**config.mk**
```make
export PLATFORM = sky130hd
export DESIGN_NAME = mqtt_packet_deframer_core
export DESIGN_NICKNAME = d
export VERILOG_FILES = /design/src/rtl/core/mqttd_pkg.sv /design/src/rtl/core/mqtt_packet_deframer_core.sv
export SDC_FILE = /design/constraint.sdc
export NUM_CORES = 1
export LEC_CHECK = 0
export BUFFER_PORTS_ARGS = -buffer_cell sky130_fd_sc_hd__buf_2
export CORE_MARGIN = 8
export CORE_UTILIZATION = 60
export DETAILED_ROUTE_END_ITERATION = 16
export GPL_ROUTABILITY_DRIVEN = 0
export GPL_TIMING_DRIVEN = 0
export PLACE_DENSITY = 0.82
export SLEW_MARGIN = 20
export SYNTH_ARGS = -nofsm -noshare
export SYNTH_HDL_FRONTEND = slang
export SYNTH_SLANG_ARGS = --single-unit
```
**constraint.sdc**
```tcl
create_clock -name clk -period 7.3 [get_ports clk]
set_input_delay 1.46 -clock clk [delete_from_list [all_inputs] [get_ports clk]]
set_output_delay 1.46 -clock clk [all_outputs]
set_load 0.01 [all_outputs]
```
**src/rtl/core/mqttd_pkg.sv**
```systemverilog
// Package for the MQTT packet deframer core.
// Holds parse phase codes, widths and reset values; no dependencies.
`default_nettype none

package mqttd_pkg;

  // Parse phase codes
  typedef logic [1:0] phase_t;
  localparam phase_t PH_TYPE    = 2'd0;
  localparam phase_t PH_LEN     = 2'd1;
  localparam phase_t PH_PAYLOAD = 2'd2;
  localparam phase_t PH_DROP    = 2'd3;

  // Header holds the type byte plus up to four length bytes
  localparam int unsigned HDR_DEPTH = 5;
  localparam int unsigned CNT_W     = 3;
  localparam int unsigned LEN_W     = 28;
  localparam int unsigned MAX_W     = 16;

  typedef logic [7:0]       byte_t;
  typedef logic [CNT_W-1:0] cnt_t;
  typedef logic [LEN_W-1:0] len_t;

  localparam logic [MAX_W-1:0] MAX_PKT_RESET = 16'd1024;

endpackage

`default_nettype wire

```
**src/rtl/core/mqtt_packet_deframer_core.sv**
```systemverilog
// MQTT packet deframer top level: byte-stream parser and result emitter.
// Depends on mqttd_pkg.
`default_nettype none

// Accepts one stream byte per cycle and splits the stream into MQTT packets by
// decoding the variable-length remaining-length field. Type and length bytes
// are held until the length is complete, then released as a burst of up to
// five results, one per cycle while out_tready is high; payload bytes pass
// through the registered emit buffer. A request is taken every cycle except
// while a header burst drains: the input stalls until the emit buffer is on
// its last result and that result is taken. A continuation bit on the fourth
// length byte or a total length above cfg max gives one error result,
// and the rest of that chunk (up to in_tlast) is dropped.
module mqtt_packet_deframer_core (
  input  wire logic        clk,
  input  wire logic        rst_n,
  // configuration: max_packet_bytes
  input  wire logic        cfg_wr_en,
  input  wire logic [15:0] cfg_wr_data,
  // input stream
  input  wire logic        in_tvalid,
  output logic             in_tready,
  input  wire logic [7:0]  in_tdata,   // [7:0] data_byte
  input  wire logic        in_tlast,   // chunk_end
  // result stream
  output logic             out_tvalid,
  input  wire logic        out_tready,
  output logic [7:0]       out_tdata,  // [7:0] out_byte
  output logic [2:0]       out_tuser,  // [0] is_error, [1] packet_start, [2] packet_end
  output logic             out_tlast   // run_last
);

  // Parser state
  logic [mqttd_pkg::MAX_W-1:0] max_pkt_r;
  mqttd_pkg::phase_t phase_r, phase_nxt;
  mqttd_pkg::byte_t  hdr_r [mqttd_pkg::HDR_DEPTH];
  mqttd_pkg::cnt_t   hcnt_r, hcnt_nxt;
  mqttd_pkg::len_t   acc_r, acc_nxt;
  logic [1:0]        gidx_r, gidx_nxt;
  mqttd_pkg::len_t   left_r, left_nxt;

  // Emit buffer
  mqttd_pkg::byte_t  ebuf_r [mqttd_pkg::HDR_DEPTH];
  mqttd_pkg::byte_t  ebuf_nxt [mqttd_pkg::HDR_DEPTH];
  mqttd_pkg::cnt_t   erem_r, erem_nxt;
  mqttd_pkg::cnt_t   eidx_r, eidx_nxt;
  logic              eerr_r, eerr_nxt;
  logic              estart_r, estart_nxt;
  logic              eend_r, eend_nxt;
  logic              eload;

  logic              in_fire, out_fire;
  mqttd_pkg::len_t   acc_new, grp;
  mqttd_pkg::cnt_t   hcnt_inc;
  logic [mqttd_pkg::LEN_W:0] total;
  logic              too_long;

  assign in_tready = (erem_r == '0) || ((erem_r == mqttd_pkg::cnt_t'(1)) && out_tready);
  assign in_fire   = in_tvalid && in_tready;
  assign out_fire  = out_tvalid && out_tready;

  // Length group placed at 7 * group index
  always_comb begin
    case (gidx_r)
      2'd0:    grp = {21'b0, in_tdata[6:0]};
      2'd1:    grp = {14'b0, in_tdata[6:0], 7'b0};
      2'd2:    grp = {7'b0, in_tdata[6:0], 14'b0};
      default: grp = {in_tdata[6:0], 21'b0};
    endcase
  end

  assign acc_new  = acc_r | grp;
  assign hcnt_inc = hcnt_r + mqttd_pkg::cnt_t'(1);
  assign total    = {1'b0, acc_new} + {{(mqttd_pkg::LEN_W + 1 - mqttd_pkg::CNT_W){1'b0}}, hcnt_inc};
  assign too_long = total > {{(mqttd_pkg::LEN_W + 1 - mqttd_pkg::MAX_W){1'b0}}, max_pkt_r};

  // Next-state and emit-load logic
  always_comb begin
    phase_nxt  = phase_r;
    hcnt_nxt   = hcnt_r;
    acc_nxt    = acc_r;
    gidx_nxt   = gidx_r;
    left_nxt   = left_r;
    erem_nxt   = erem_r;
    eidx_nxt   = eidx_r;
    eerr_nxt   = eerr_r;
    estart_nxt = estart_r;
    eend_nxt   = eend_r;
    eload      = 1'b0;
    for (int i = 0; i < mqttd_pkg::HDR_DEPTH; i++) begin
      ebuf_nxt[i] = (i < int'(hcnt_r)) ? hdr_r[i] : in_tdata;
    end

    // drain one result
    if (out_fire) begin
      erem_nxt = erem_r - mqttd_pkg::cnt_t'(1);
      eidx_nxt = eidx_r + mqttd_pkg::cnt_t'(1);
    end

    if (in_fire) begin
      case (phase_r)
        mqttd_pkg::PH_DROP: begin
          if (in_tlast) phase_nxt = mqttd_pkg::PH_TYPE;
        end
        mqttd_pkg::PH_TYPE: begin
          hcnt_nxt  = mqttd_pkg::cnt_t'(1);
          acc_nxt   = '0;
          gidx_nxt  = '0;
          phase_nxt = mqttd_pkg::PH_LEN;
        end
        mqttd_pkg::PH_LEN: begin
          hcnt_nxt = hcnt_inc;
          acc_nxt  = acc_new;
          if ((in_tdata[7] && (gidx_r == 2'd3)) || (!in_tdata[7] && too_long)) begin
            // malformed: one error result, then resync
            eload       = 1'b1;
            erem_nxt    = mqttd_pkg::cnt_t'(1);
            eidx_nxt    = '0;
            eerr_nxt    = 1'b1;
            estart_nxt  = 1'b0;
            eend_nxt    = 1'b0;
            ebuf_nxt[0] = '0;
            hcnt_nxt    = '0;
            acc_nxt     = '0;
            gidx_nxt    = '0;
            left_nxt    = '0;
            phase_nxt   = in_tlast ? mqttd_pkg::PH_TYPE : mqttd_pkg::PH_DROP;
          end else if (in_tdata[7]) begin
            gidx_nxt = gidx_r + 2'd1;
          end else begin
            // header complete: release held bytes plus this one
            eload      = 1'b1;
            erem_nxt   = hcnt_inc;
            eidx_nxt   = '0;
            eerr_nxt   = 1'b0;
            estart_nxt = 1'b1;
            eend_nxt   = (acc_new == '0);
            left_nxt   = acc_new;
            hcnt_nxt   = '0;
            gidx_nxt   = '0;
            phase_nxt  = (acc_new == '0) ? mqttd_pkg::PH_TYPE : mqttd_pkg::PH_PAYLOAD;
          end
        end
        default: begin
          // payload byte passes straight through
          eload       = 1'b1;
          erem_nxt    = mqttd_pkg::cnt_t'(1);
          eidx_nxt    = '0;
          eerr_nxt    = 1'b0;
          estart_nxt  = 1'b0;
          eend_nxt    = (left_r <= mqttd_pkg::len_t'(1));
          ebuf_nxt[0] = in_tdata;
          if (left_r <= mqttd_pkg::len_t'(1)) begin
            left_nxt  = '0;
            phase_nxt = mqttd_pkg::PH_TYPE;
          end else begin
            left_nxt  = left_r - mqttd_pkg::len_t'(1);
          end
        end
      endcase
    end
  end

  // Control registers
  always_ff @(posedge clk) begin
    if (!rst_n) begin
      max_pkt_r <= mqttd_pkg::MAX_PKT_RESET;
      phase_r   <= mqttd_pkg::PH_TYPE;
      hcnt_r    <= '0;
      acc_r     <= '0;
      gidx_r    <= '0;
      left_r    <= '0;
      erem_r    <= '0;
      eidx_r    <= '0;
      eerr_r    <= 1'b0;
      estart_r  <= 1'b0;
      eend_r    <= 1'b0;
    end else begin
      if (cfg_wr_en) max_pkt_r <= cfg_wr_data;
      phase_r  <= phase_nxt;
      hcnt_r   <= hcnt_nxt;
      acc_r    <= acc_nxt;
      gidx_r   <= gidx_nxt;
      left_r   <= left_nxt;
      erem_r   <= erem_nxt;
      eidx_r   <= eidx_nxt;
      eerr_r   <= eerr_nxt;
      estart_r <= estart_nxt;
      eend_r   <= eend_nxt;
    end
  end

  // Header hold and emit buffer data (no reset)
  always_ff @(posedge clk) begin
    if (in_fire && (phase_r == mqttd_pkg::PH_TYPE)) hdr_r[0] <= in_tdata;
    if (in_fire && (phase_r == mqttd_pkg::PH_LEN) && (hcnt_r < mqttd_pkg::cnt_t'(mqttd_pkg::HDR_DEPTH)))
      hdr_r[hcnt_r] <= in_tdata;
    if (eload) begin
      for (int i = 0; i < mqttd_pkg::HDR_DEPTH; i++) ebuf_r[i] <= ebuf_nxt[i];
    end
  end

  // Result outputs
  assign out_tvalid   = (erem_r != '0);
  assign out_tdata    = ebuf_r[eidx_r];
  assign out_tlast    = (erem_r == mqttd_pkg::cnt_t'(1));
  assign out_tuser[0] = eerr_r;
  assign out_tuser[1] = estart_r && (eidx_r == '0);
  assign out_tuser[2] = eend_r && (erem_r == mqttd_pkg::cnt_t'(1));

  // Checks
  a_err_single: assert property (@(posedge clk) disable iff (!rst_n)
    (out_tvalid && out_tuser[0]) |-> (out_tlast && (out_tdata == 8'd0) && !out_tuser[1]))
    else $error("error result must be a single zero result");

  a_ready_drain: assert property (@(posedge clk) disable iff (!rst_n)
    in_tready |-> (erem_r <= mqttd_pkg::cnt_t'(1)))
    else $error("input accepted while emit burst pending");

  a_burst_len: assert property (@(posedge clk) disable iff (!rst_n)
    erem_r <= mqttd_pkg::cnt_t'(mqttd_pkg::HDR_DEPTH))
    else $error("emit burst longer than header depth");

  a_hdr_count: assert property (@(posedge clk) disable iff (!rst_n)
    (phase_r != mqttd_pkg::PH_LEN) |-> (hcnt_r == '0 || phase_r == mqttd_pkg::PH_TYPE))
    else $error("held header count outside length phase");

endmodule

`default_nettype wire
```
# After elaboration in Yosys (flattened, before gate mapping)
# Memory sizes are Yosys's and may differ from the RTL's. A register that Yosys moved wholly into a read port is not among the register bits.
# Index checks and enable logic that the tools add are counted.
# W data, S select, Z words.
# op_classes
addsub	6
multipliers	0
div_mod_pow	0
magnitude_cmp	8
n_eq_ne	8
shifts	0
mux	61
bitwise	2
n_reduce_logical	26
# ops
cell	count
$mux W28	4
$pmux W28 S2	2
$pmux W28 S3	1
$mux W8	8
$mux W3	12
$add A28 B3 Y29	1
$gt A29 B16 Y1	1
$le A28 B1 Y1 const B	1
$logic_not A28 Y1	1
$or A28 B28 Y28	1
$sub A28 B1 Y28 const B	1
$pmux W3 S2	3
$mux W1	16
$mux W2	8
$pmux W8 S2	1
$logic_and A1 B1 Y1	10
$pmux W1 S2	4
$reduce_or A8 Y1	1
$add A3 B1 Y3 const B	2
$eq A2 B2 Y1 const B	3
$logic_not A3 Y1	2
$lt A1 B3 Y1 const A	2
$lt A2 B3 Y1 const A	2
$pmux W2 S3	1
other kinds (20)	23
# word_totals
reg_bits	88
latchBits	0
ram_bits	80
romBits	0
inputBits	30
output_inout_bits	14
word_cells	124
mem_count	2
# memory_table
name	words	width	rd	rd_clocked_by_memory_dff	write_ports	line_no	rtl
ebuf_r	5	8	1	1	5	mqtt_packet_deframer_core.sv:43	mqttd_pkg::byte_t ebuf_r [mqttd_pkg::HDR_DEPTH];
hdr_r	5	8	5	0	1	mqtt_packet_deframer_core.sv:36	mqttd_pkg::byte_t hdr_r [mqttd_pkg::HDR_DEPTH];

# Longest topological paths before layout
# depth
word_depth	12
mapped_depth	24
ltp_nobuf	21

# Worst setup path before layout
# OpenSTA, ideal clock, no wires.
# synth_path
path_type	input -> register
startpoint	input in_tdata[0]
endpoint	memory ebuf_r[0][0] (netlist bit) (data pin)
setup_time_ns	0.146
t_arrival_ns	5.348
t_required_ns	7.154
slack_ns	1.806
path_stages	21
path_buffers	3
cell_sequence	clkbuf_2 -> a21o_1 -> ha_1 -> inv_1 -> fa_1 -> nor2b_1 -> o22ai_2 -> nor4_4 -> nand2_1 -> xnor2_1 -> ha_1 -> nand4_1 -> nor4_1 -> a41oi_1 -> a211o_1 -> a2111oi_2 -> a21o_1 -> buf_6 -> buf_6 -> o22ai_1 -> a21oi_1
# synth_rtl
item	line_no	rtl
from (decl)	mqtt_packet_deframer_core.sv:23	input wire logic [7:0] in_tdata,
to (decl)	mqtt_packet_deframer_core.sv:43	

==> impl.org <==
** Outcome
- Outcome :: completed

** Worst setup path
- In this run the register-to-register setup slack is 1.48 ns.
- Critical Path RT :: 7.57 ns
- The setup path with the least slack is of type in2reg.
- The worst setup path is captured at a flop.
- Largest fanout on the critical path :: 10
- Arrival time of data at the critical path endpoint :: 6.35 ns
- The worst setup path is launched from a primary input.

** Detailed routing
- The detail route stage leaves a number of antenna-violating nets equal to 0.
- The final layout contains routed wiring with a total length of 23600 um.
- After the first detailed-routing iteration, the DRC count stood at 965.
- Dividing the detail-routed via count by the number of cells gives roughly 6.3.
- Detail-routed net length per standard cell :: 19.73 um
- # DRC :: 0
- Number of vias after detailed routing :: 7586
- Number of detailed-routing iterations run before antenna repair :: 10

** Global route
- After global routing the overflow that remains totals 0.
- Global-route wire length before repair :: between 30000 and 40000 um
- The number of global-route vias before repair was 7235.
- Overall track demand over capacity in global routing :: 24.54%
- The number of antenna violations at the first check in global routing came to 0.
- Entering global routing, the biggest net connects 22 pins.

** Final layout
- The repair_antennas step left the layout with diodes totalling 0.
- Post-synthesis to final-layout area growth :: 11.90%
- For this run, the post-layout net count is 1062.
- Layout cells sized above 1 :: between 10% and 20%
- Filler instances :: 1137
- Area of all placed cells without fillers :: 0.01033 mm2
- Post-layout utilization of the core :: 68.22%

** Clock network
- The number of setup buffers added after CTS is 0.
- Maximum count of clock buffers along a single path :: 2
- Clock root buffer master :: sky130_fd_sc_hd__clkbuf_16
- Clock sinks :: 168
- After clock tree synthesis, the clock-pin slew on the worst setup and hold paths is 0.07 ns.
- Worst-Skew Late Latency :: 0.45 ns
- Post-CTS Hold Fix Bufs :: 0
- Buffers inserted during clock tree synthesis total 17.
- In this run the number of H-tree levels came out at 4.
- Once the clock tree was built, the resizer swapped 0 gates to a different size.
- TritonCTS built the clock tree.

** Placement
- Final HPWL DP :: 17130 um
- Input and output buffers added on the ports amount to slightly above 40.
- Once placement finished, the instance area stood at just under 0.01 mm2.

** Timing
- Setup violations remaining at the end of the flow were counted as 0.
- Top achievable clock speed :: 0.1645 GHz
- For the pin with the worst max-slew slack, the measured transition is about 1.1 ns.
- Worst Clk Skew :: ~0.011 ns
- In the final timing run, aggregate negative setup slack is 0 ns.
- Setup repair after global routing left no endpoint under its margin.
- Worst rel slew slack :: 25.91%
- Post-layout min period :: 6.080 ns
- Dividing the final minimum period by the clock period gives 83.29%.
- Hold Violations, Final :: 0
- The total count of max-transition violations in the final report is 0.

** Yosys
- Ranking of synthesized cells by instance count :: sky130_fd_sc_hd__dfxtp_1 (88), sky130_fd_sc_hd__edfxtp_1 (80), sky130_fd_sc_hd__nand2_1 (68), sky130_fd_sc_hd__a21oi_1 (64), sky130_fd_sc_hd__nor2_1 (58)
- Sequential element share of the synthesized area :: between 40% and 50%
- Total nets after synthesis :: approximately 1000
- Synth Flop Type :: sky130_fd_sc_hd__dfxtp_1
- Post-Synthesis Cells :: 930
- Avg Inst Size Synth :: 9.929 um2
- Top-area cell type share of the netlist area :: 26.02%
- Summed over all instances, the cell type with the most area after synthesis is sky130_fd_sc_hd__edfxtp_1.
- Number of warnings issued by yosys :: 0
- Unique masters post-synth :: 70
- In this run, synthesis produced a sequential element count of between 150 and 200.
- Total standard cell area after synthesis :: 0.009234 mm2
- Yosys attributes the largest share of cell area to sky130_fd_sc_hd__edfxtp_1 (26%), sky130_fd_sc_hd__dfxtp_1 (19%), sky130_fd_sc_hd__mux2_2 (5.1%).
- Of all flip-flops after synthesis, the portion carrying an async set or reset was 0%.
- Library cell with the highest instance count after synthesis :: sky130_fd_sc_hd__dfxtp_1
- Number of enable-type register cells in the synthesized netlist :: 80

** Floorplanning
- The die covers 0.01962 mm2.
- Number of placed I/O pins :: 44
- Core Footprint :: 0.01515 mm2
- Starting Density :: 60.97%
- In this run the core area contains between 40 and 50 standard-cell rows.
- Die Height :: 140.1 um
- From left edge to right edge, the die measures between 100 and 150 um.

** Power
- Reported leakage power :: 3.956 nW
- Across the VDD grid, the largest voltage drop is between 200 and 250 uV.
- Total power for the finished layout comes to 3.870 mW.
- Power per cell area :: around 370 mW/mm2

** Hold path
- The worst hold path belongs to the class reg2reg.

** Flow run
- The tool flagged a number of max-cap violations equal to 0.
==> path summary, 6_finish.rpt <==
kind | startpoint | end | depth (start not counted)
hold / removal | acc_r[14] | acc_r[14] | 2
setup reg to reg | gidx_r[0] | ebuf_r[0][0] | 24
setup / recovery | in_tdata[0] | ebuf_r[0][0] | 22
hold reg to reg | acc_r[14] | acc_r[14] | 2
==> power breakdown <==
part / switching [mW] / internal (mW) / total [mW]
Clock: 0.402 / 0.480 / 0.882
Combinational: 1.15 / 0.593 / 1.74
Sequential: 0.0863 / 1.16 / 1.25
Total: 1.63 / 2.24 / 3.87
==> cells in the final DEF (no fill, tap or decap), types with 8 or more instances in the layout <==
cell type / n
sky130_fd_sc_hd__nand2_1: 68
sky130_fd_sc_hd__a21oi_1: 63
sky130_fd_sc_hd__o22ai_1: 14
sky130_fd_sc_hd__a21boi_1: 12
sky130_fd_sc_hd__mux2_2: 42
sky130_fd_sc_hd__mux4_2: 8
sky130_fd_sc_hd__clkbuf_1: 39
sky130_fd_sc_hd__nor4_1: 13
sky130_fd_sc_hd__nor2_1: 57
sky130_fd_sc_hd__nor3_1: 28
sky130_fd_sc_hd__o21ai_0: 43
sky130_fd_sc_hd__mux2i_1: 18
sky130_fd_sc_hd__a31oi_1: 8
sky130_fd_sc_hd__dfxtp_1: 88
sky130_fd_sc_hd__nand4_1: 8
sky130_fd_sc_hd__xor2_1: 8
sky130_fd_sc_hd__or2_2: 9
sky130_fd_sc_hd__clkbuf_16: 17
sky130_fd_sc_hd__a21o_1: 15
sky130_fd_sc_hd__and3b_1: 9
sky130_fd_sc_hd__ha_1: 36
sky130_fd_sc_hd__edfxtp_1: 80
sky130_fd_sc_hd__nor2b_1: 40
sky130_fd_sc_hd__inv_1: 38
sky130_fd_sc_hd__a22oi_1: 11
sky130_fd_sc_hd__nand3_1: 40
sky130_fd_sc_hd__buf_2: 50
sky130_fd_sc_hd__xnor2_1: 17
==> metal layers <==
metal  GRT usage (%)  vias to the layer above  routed length (um)
li1                -                     3550                   -
met1           31.60                     3615               10000
met2           39.08                      359               10920
met3           5.165                       62                1941
met4           11.09                        0                 736
met5               0                        -                   0
==> per-stage QoR <==
stage               worst slack, ns  hold WS [ns]  instances
global route                 0.8826        0.4858       1196
global placement             0.8497        0.4358       1159
detailed placement           0.8145        0.4493       1164
floorplan                     1.806        0.4310        930
CTS                           1.261        0.4558       1196
finish                        1.220        0.4582       1196
==> critical path, stage by stage <==
cell	delay, ns
sky130_fd_sc_hd__buf_2	0.14
sky130_fd_sc_hd__clkbuf_2	0.32
sky130_fd_sc_hd__a21o_1	0.21
sky130_fd_sc_hd__ha_1	0.19
sky130_fd_sc_hd__inv_1	0.06
sky130_fd_sc_hd__fa_1	0.40
sky130_fd_sc_hd__nor2b_1	0.15
sky130_fd_sc_hd__o22ai_2	0.15
sky130_fd_sc_hd__nor4_4	0.43
sky130_fd_sc_hd__nand2_1	0.12
sky130_fd_sc_hd__xnor2_1	0.15
sky130_fd_sc_hd__ha_1	0.30
sky130_fd_sc_hd__nand4_1	0.15
sky130_fd_sc_hd__nor4_1	0.40
sky130_fd_sc_hd__a41oi_1	0.21
sky130_fd_sc_hd__a211o_1	0.31
sky130_fd_sc_hd__a2111oi_2	0.36
sky130_fd_sc_hd__a21o_1	0.18
sky130_fd_sc_hd__buf_6	0.14
sky130_fd_sc_hd__buf_6	0.16
sky130_fd_sc_hd__o22ai_1	0.09
sky130_fd_sc_hd__a21oi_1	0.26
==> cell type report <==
cell class	count	area [um2]	area share, %
multi-input cells	667	4676	45.25
plain buffers	56	281.5	2.725
flip-flops and latches	168	4164	40.30
clock buffers	19	432.9	4.190
clock inverters	13	136.4	1.320
repair buffers	46	257.7	2.495
inverters	39	148.9	1.441
well taps	188	235.2	2.277
==> state kept, by name (all words and copies together), names as in the netlist <==
| signal | cells |
|---|---|
| eerr_r | 1 |
| erem_r | 3 |
| max_pkt_r | 16 |
| hcnt_r | 3 |
| eidx_r | 3 |
| gidx_r | 2 |
| ebuf_r | 40 |
| phase_r | 2 |
| estart_r | 1 |
| left_r | 28 |
| hdr_r | 40 |
| eend_r | 1 |
| acc_r | 28 |
==> kinds of logic (layout without fill, tap and decap cells) <==
logic type | after synthesis | after routing | synth area share (%)
and+or+nand+nor | 309 | 309 | 17.49
buffers and inverters | 95 | 173 | 4.661
xor gates and xnor gates | 25 | 25 | 2.371
DFF | 168 | 168 | 45.09
adders and majority gates | 37 | 37 | 5.095
muxes | 69 | 69 | 9.187
AOI/OAI and AO/OA | 227 | 227 | 16.10
(Power assumes the default switching activity.)
